### config.mk
export PLATFORM = sky130hd
export DESIGN_NAME = arpc_ctrl
export DESIGN_NICKNAME = d
export VERILOG_FILES = /design/src/rtl/arpc_pkg.sv /design/src/rtl/arpc_ctrl.sv
export SDC_FILE = /design/constraint.sdc
export NUM_CORES = 1
export LEC_CHECK = 0
export CELL_PAD_IN_SITES_DETAIL_PLACEMENT = 1
export CELL_PAD_IN_SITES_GLOBAL_PLACEMENT = 2
export CORE_AREA = 2 2 39 41
export CTS_BUF_LIST = sky130_fd_sc_hd__clkbuf_4 sky130_fd_sc_hd__clkbuf_8
export DETAILED_ROUTE_END_ITERATION = 12
export DIE_AREA = 0 0 41 43
export DONT_BUFFER_PORTS = 1
export GPL_ROUTABILITY_DRIVEN = 0
export GPL_TIMING_DRIVEN = 1
export PLACE_DENSITY_LB_ADDON = 0.1
export SLEW_MARGIN = 10
export SYNTH_ARGS = -nofsm -noshare
export SYNTH_HDL_FRONTEND = slang
export SYNTH_SLANG_ARGS = --single-unit
### constraint.sdc
create_clock -name clk -period 1.5 [get_ports clk]
set_input_delay 0.15 -clock clk [delete_from_list [all_inputs] [get_ports clk]]
set_output_delay 0.15 -clock clk [all_outputs]
set_load 0.05 [all_outputs]
### src/rtl/arpc_pkg.sv
// Shared types, codes and widths for the alphabet remap / prefix count block.
// Used by the controller, the datapath, the top level and the port checker.
// No dependencies.
package arpc_pkg;

  // Sizes
  localparam int COUNT_BITS  = 32;
  localparam int SYM_BITS    = 8;
  localparam int NUM_SYM     = 256;
  localparam int PREFIX_BITS = 32;
  localparam int STEP_BITS   = SYM_BITS + 1;
  localparam int SUM_BITS    = ((COUNT_BITS > PREFIX_BITS) ? COUNT_BITS : PREFIX_BITS) + 1;

  // Stream widths
  localparam int IN_TDATA_W  = 8;
  localparam int IN_TUSER_W  = 2;
  localparam int OUT_FIELD_W = 2 + 3 * SYM_BITS + PREFIX_BITS;
  localparam int OUT_TDATA_W = ((OUT_FIELD_W + 7) / 8) * 8;
  localparam int OUT_PAD_W   = OUT_TDATA_W - OUT_FIELD_W;

  // Action codes (in_tuser)
  typedef logic [1:0] action_t;
  localparam action_t ACT_COUNT = 2'd0;
  localparam action_t ACT_FINAL = 2'd1;
  localparam action_t ACT_READ  = 2'd2;
  localparam action_t ACT_CLEAR = 2'd3;

  // Status codes
  typedef logic [1:0] status_code_t;
  localparam status_code_t ST_OK   = 2'd0;
  localparam status_code_t ST_OVF  = 2'd1;
  localparam status_code_t ST_TERM = 2'd2;
  localparam status_code_t ST_SAT  = 2'd3;

  // Sticky flag bit positions
  typedef logic [2:0] flags_t;
  localparam int FLAG_OVF  = 0;
  localparam int FLAG_TERM = 1;
  localparam int FLAG_SAT  = 2;

  // Fixed codes and limits
  localparam logic [SYM_BITS-1:0]    CODE_TERM  = 8'd1;
  localparam logic [STEP_BITS-1:0]   FIRST_CODE = 9'd2;
  localparam logic [SYM_BITS-1:0]    DIST_MAX   = 8'd255;
  localparam logic [COUNT_BITS-1:0]  COUNT_MAX  = '1;
  localparam logic [PREFIX_BITS-1:0] PREFIX_MAX = '1;

  // Controller to datapath commands
  typedef struct packed {
    logic accept;      // capture item, issue reads
    logic exec;        // run count / read / clear, load result
    logic scan_start;  // arm finalize scan
    logic scan_step;   // advance the finalize scan
    logic fill_step;   // advance the fill
    logic final_done;  // tables valid, load result
  } ctrl_cmd_t;

  // Datapath to controller status
  typedef struct packed {
    logic is_final;
    logic out_free;
    logic scan_last;
    logic fill_last;
  } dp_stat_t;

  // Priority: overflow, then saturation, then terminator
  function automatic status_code_t status_of(flags_t f);
    status_code_t s;
    if (f[FLAG_OVF])       s = ST_OVF;
    else if (f[FLAG_SAT])  s = ST_SAT;
    else if (f[FLAG_TERM]) s = ST_TERM;
    else                   s = ST_OK;
    return s;
  endfunction

endpackage

### src/rtl/arpc_ctrl.sv
// Controller state machine: sequences item execution and the finalize scan/fill.
// Depends on arpc_pkg.
module arpc_ctrl (
  input  logic                 clk,
  input  logic                 rst_n,
  input  logic                 in_tvalid,
  output logic                 in_tready,
  input  arpc_pkg::dp_stat_t   stat,
  output arpc_pkg::ctrl_cmd_t  cmd
);
  import arpc_pkg::*;

  localparam logic [1:0] S_IDLE = 2'd0;
  localparam logic [1:0] S_EXEC = 2'd1;
  localparam logic [1:0] S_SCAN = 2'd2;
  localparam logic [1:0] S_FILL = 2'd3;

  logic [1:0] state_r;
  logic [1:0] state_nxt;

  // Next state and commands
  always_comb begin
    cmd       = '0;
    state_nxt = state_r;
    unique case (state_r)
      S_IDLE: begin
        if (in_tvalid) begin
          cmd.accept = 1'b1;
          state_nxt  = S_EXEC;
        end
      end
      S_EXEC: begin
        if (stat.out_free) begin
          if (stat.is_final) begin
            cmd.scan_start = 1'b1;
            state_nxt      = S_SCAN;
          end else begin
            cmd.exec  = 1'b1;
            state_nxt = S_IDLE;
          end
        end
      end
      S_SCAN: begin
        cmd.scan_step = 1'b1;
        if (stat.scan_last) begin
          state_nxt = S_FILL;
        end
      end
      S_FILL: begin
        cmd.fill_step = 1'b1;
        if (stat.fill_last) begin
          cmd.final_done = 1'b1;
          state_nxt      = S_IDLE;
        end
      end
      default: state_nxt = S_IDLE;
    endcase
  end

  // State register
  always_ff @(posedge clk) begin
    if (!rst_n) begin
      state_r <= S_IDLE;
    end else begin
      state_r <= state_nxt;
    end
  end

  assign in_tready = (state_r == S_IDLE);

endmodule

## After elaboration in Yosys (flattened, before gate mapping)

Index checks and enable logic that the tools add are counted.
W data, S select, Z words.

- Bits in registers: 2

- Reductions and logical operators: 2
- Equal/unequal tests: 7
- Mux-type cells: 15

Operator list:

| cell | number |
|---|---|
| $mux W2 | 8 |
| $ne A2 B2 Y1 const B | 4 |
| $pmux W2 S4 | 1 |
| $mux W1 | 6 |
| $eq A2 B2 Y1 const B | 2 |
| $reduce_and A4 Y1 | 1 |
| $eq A2 B1 Y1 const B | 1 |
| $logic_not A2 Y1 | 1 |

## Logic depth before layout (Yosys ltp)

Gate-level depths: netlist of the first run.

- Word-level depth: 3
- Depth in mapped cells: 3
- Depth with buffers taken out: 2

## Least setup slack after synthesis of the first run

No wires, ideal clock.

- Path kind: register to output
- From: register with a tool-made name
- To: output cmd[5] (netlist name)
- Arrival: 1.621 ns
- Stages on the path, launching flop included: 4
- Required time: 1.350 ns
- Buffers on the path: 1
- Setup slack: -0.271 ns
- Cells stage by stage: dfxtp_1 > buf_6 > nor2_1 > and2_1

RTL lines:

| element | RTL line | text |
|---|---|---|
| end: declaration | arpc_ctrl.sv:9 | `output arpc_pkg::ctrl_cmd_t cmd` |

==> results of run 1 <==
-- power breakdown --
part	internal (uW)	total [uW]	switching, uW
sequential	57.6	67.5	9.88
clock	88.3	119	30.6
combinational	31.3	78.3	47.0
total	177	265	87.5
-- final cells by class --
| type | instances | share of cell area [%] |
|---|---|---|
| clock buffer | 3 | 9.14 |
| timing repair buffer | 5 | 20.3 |
| sequential | 2 | 16.2 |
| multi-input combinational | 15 | 46.2 |
| tap | 16 | 8.12 |
-- cells in the mapped netlist --
library cell  number  area (um2)
buf_6              1        11.3
and4b_1            1        10.0
mux2i_1            1        10.0
and3_2             1        7.51
nand2b_1           1        6.26
nand2_1            2        7.51
dfxtp_1            2        40.0
and2_2             1        7.51
nor3_1             1        5.00
o21a_1             1        7.51
o22ai_1            1        6.26
mux2_4             1        15.0
nor2b_1            1        6.26
nor2_1             1        3.75
and2_1             1        6.26
a21boi_0           1        7.51
-- path summary, 6_finish.rpt --
kind | endpoint | start | cells past startpoint
worst max-delay path | cmd[3] | flop | 2
worst min-delay path | flop | rst_n | 1
worst max register to register | flop | flop | 2
worst min register to register | state_r[0]$_SDFFE_PN0P_ | state_r[0]$_SDFFE_PN0P_ | 2
-- kinds of logic after synthesis --
kind of cell	Yosys count
and+or+nand+nor	10
muxes	2
AOI/OAI and AO/OA	3
buffers and inverters	1
DFF	2
-- layer usage --
layer	part of all wire (%)	vias to the layer above	GRT usage [%]
met5	0	-	0
met4	0	0	6.00
met3	7.9	0	4.19
met2	44	9	9.69
met1	48	65	8.31
li1	-	78	-
-- per-stage QoR --
stage / TNS (ns) / total power, uW / cells / setup slack, ns
final: 0 / 265 / 41 / 0.146
after global routing: 0 / 288 / 41 / 0.0510
after CTS: 0 / 275 / 41 / 0.119
after detailed placement: 0 / 147 / 38 / 0.365
after global placement: 0 / 146 / 38 / 0.373
after floorplan: -0.00638 / 122 / 18 / -0.00638
==> metrics.txt, run 1 <==
initial antenna violation count 0; power density over cell area 1070 nW/um2; first-pass GRT wire length 821 um; Max-slew headroom 75.9%; postcts setup bufs 0; hold slack 0.0580 ns; global route total overflow 0; Final period util 90.3%; CP delay by family, top flip-flops; Core Rows 14; n_diodes 0; sequential area share after synthesis 25.4%; Die Y 43 um; Critical Path AT 1.20 ns; status complete, no violations; DRT Pass-1 Iters 1; compound-gate portion of the synthesized area 13.5%; Worst path slowest cell dfxtp_1; buffers from clock root to sink, at most 2; worst-skew pair later-pin latency 0.22 ns; area grow syn2layout 56.3%; Layout Skew 0.000163 ns; minimum clock period 1.35 ns; adder-cell area share of the yosys netlist 0%; Final Hold Fails 0; Seq cells post-synth 2; Critical Path RT 1.35 ns; Worst-path clk slew 0.03 ns; internal reg-to-reg setup slack 0.41 ns; post-DR vias/cell 3.71; synthesized instance count 18; final instance area 246 um2; CTS tree done; Multi-input gate area 114 um2; RSZ-0062 raised after global routing no; vias in the first global route 184; Post-Synth XOR/XNOR Area 0%; root buffer cell clkbuf_4; Worst Setup End Kind output pin; Post-CTS Resized 0; number of setup violations in the final report 0; syn_area_per_cell 8.76 um2; Syn. warnings 0; Fmax achieved 738 MHz; peak supply drop 189 uV; Reg area 40.0 um2; # IOs 14; multiplexer area fraction after synthesis 15.9%; largest family of logic cells by synthesized area simple AND/OR/NAND/NOR gates; Synth cell types 16; largest net degree at the start of global routing 10; CTS Buf Count 3; DPL Wire Length 382 um; Buf/Inv on CP 1; Post-CTS Hold Fix Bufs 0; max-cap violation count 0; most frequent cells in the layout buf_4 (4), clkbuf_4 (3), nand2_1 (2), dfxtp_1 (2); DR WL/cell 11.8 um; Startpoint Class flop; CP peak stage delay 0.52 ns; crit path kind flop to output pin; Crit Path Max Fanout 9; most common cell after layout, fill and taps aside buf_4; critical-path cell list and4b_1, buf_4; Mapped Area 158 um2; Worst Hold Class input pin to flop; share of cells above drive strength 1 52.0%; Leak Pwr 0.000106 uW; WL final 483 um; DRC 0; Util after Layout 17.8%; Post-DP Area 224 um2; clock sink total 2; vias 152; Max H-tree Level 1; DIE WIDTH 41 um; # fillers 170; die area 1760 um2; GRT Util Overall 7.41%; Core ar. 1380 um2; port bufs 0; drt initial violations 0; Max Slew Vio Count 0; Post-layout nets 34; Worst-Margin Slew 0.362 ns; Simple-Gate Fraction of Synth Area 38.1%; Initial Util 11.4%; post-route ant nets 0; Post-Syn Nets 25
Note: power is estimated with default switching activity, not from simulation.
==> run 2: changes to the inputs <==
Settings changed: PLACE_DENSITY set to 0.43, PLACE_DENSITY_LB_ADDON 0.1 to unset.
==> run 2 against run 1 <==
Compared with the run above:
- clock power is essentially flat
- largest cell class unchanged
- critical path type unchanged
- combinational power decreased by 0.5%
- worst hold slack got worse by 0.0042 ns
- critical endpoint unchanged
- cell count is the same
- largest power group unchanged
==> metrics.txt, run 2 (synthesis gave the netlist of run 1 again) <==
Final Power 262 uW; initial antenna violation count 0; Layout Skew 0.00133 ns; Max H-tree Level 1; Final Worst Setup Slack 0.171 ns; postcts setup bufs 0; die area 1760 um2; DR WL/cell 11.1 um; power density over cell area 1060 nW/um2; Startpoint Class flop; # fillers 163; Post-layout nets 34; RSZ-0062 raised after global routing no; CP peak stage delay 0.50 ns; # IOs 14; Worst Hold Class input pin to flop; drt initial violations 0; Worst Setup End Kind output pin; Place WS 0.399 ns; Final Hold Fails 0; Worst-Margin Slew 0.335 ns; vias in the first global route 165; worst-skew pair later-pin latency 0.22 ns; first-pass GRT wire length 690 um; DPL Wire Length 360 um; WL final 454 um; CTS Buf Count 3; status complete, no violations; setup TNS 0 ns; max-cap violation count 0; vias 159; final instance area 246 um2; Max Slew Vio Count 0; Max-slew headroom 77.6%; Worst-path clk slew 0.03 ns; Post-CTS Resized 0; Initial Util 11.4%; Leak Pwr 0.000106 uW; crit path kind flop to output pin; Multi-input gate area 114 um2; n_diodes 0; Worst path slowest cell dfxtp_1; Crit Path Max Fanout 9; area grow syn2layout 56.3%; Reg area 40.0 um2; minimum clock period 1.33 ns; CP delay by family, top flip-flops; global route total overflow 0; GRT Util Overall 6.21%; Final period util 88.6%; post-route ant nets 0; post-DR vias/cell 3.88; Fmax achieved 752 MHz; Core ar. 1380 um2; Core Rows 14; largest net degree at the start of global routing 10; Die Y 43 um; number of setup violations in the final report 0; clock sink total 2; most common cell after layout, fill and taps aside buf_4; Buf/Inv on CP 1; share of cells above drive strength 1 52.0%; DRC 0; DIE WIDTH 41 um; Critical Path AT 1.18 ns; buffers from clock root to sink, at most 2; peak supply drop 254 uV; Critical Path RT 1.35 ns; CTS tree done; root buffer cell clkbuf_4; most frequent cells in the layout buf_4 (4), clkbuf_4 (3), nand2_1 (2), dfxtp_1 (2); Post-CTS Hold Fix Bufs 0; DRT Pass-1 Iters 1; port bufs 0; critical-path cell list and4b_1, buf_4; Post-DP Area 224 um2
run 2: cell counts in the layout (fill, tap and decap cells not counted):
Identical to the previous run, type by type.
run 2: final timing paths:
check,from,to,slack (ns),cells after the start
max,flop,cmd[3],0.17,2
min,rst_n,flop,0.05,1
max reg2reg,flop,flop,0.44,2
min reg2reg,state_r[0]$_SDFFE_PN0P_,state_r[0]$_SDFFE_PN0P_,0.57,2
run 2: area by class of cell:
type                    count  share of cell area, %
clock buffers               3                   9.14
multi-input cells          15                   46.2
flip-flops and latches      2                   16.2
well taps                  16                   8.12
repair buffers              5                   20.3
run 2: through the flow:
stage,util [%],hold WS [ns],instances
finish,17.8,0.0538,41
global route,17.8,0.0574,41
CTS,17.8,0.0444,41
detailed placement,16.2,0.277,38
global placement,16.2,0.281,38
floorplan,-,0.268,18
run 2: power by group:
| part | switching [uW] | internal (uW) |
|---|---|---|
| combinational | 46.6 | 31.3 |
| sequential | 8.44 | 57.6 |
| clock | 29.8 | 88.2 |
| total | 84.9 | 177 |
run 2: metal layers:
layer  share of wire, %  GRT usage [%]  vias up
met4                  0           4.00        0
met1                 39           7.35       69
met3                 18           5.76        0
met2                 43           6.88       11
met5                  0              0        -
li1                   -              -       79
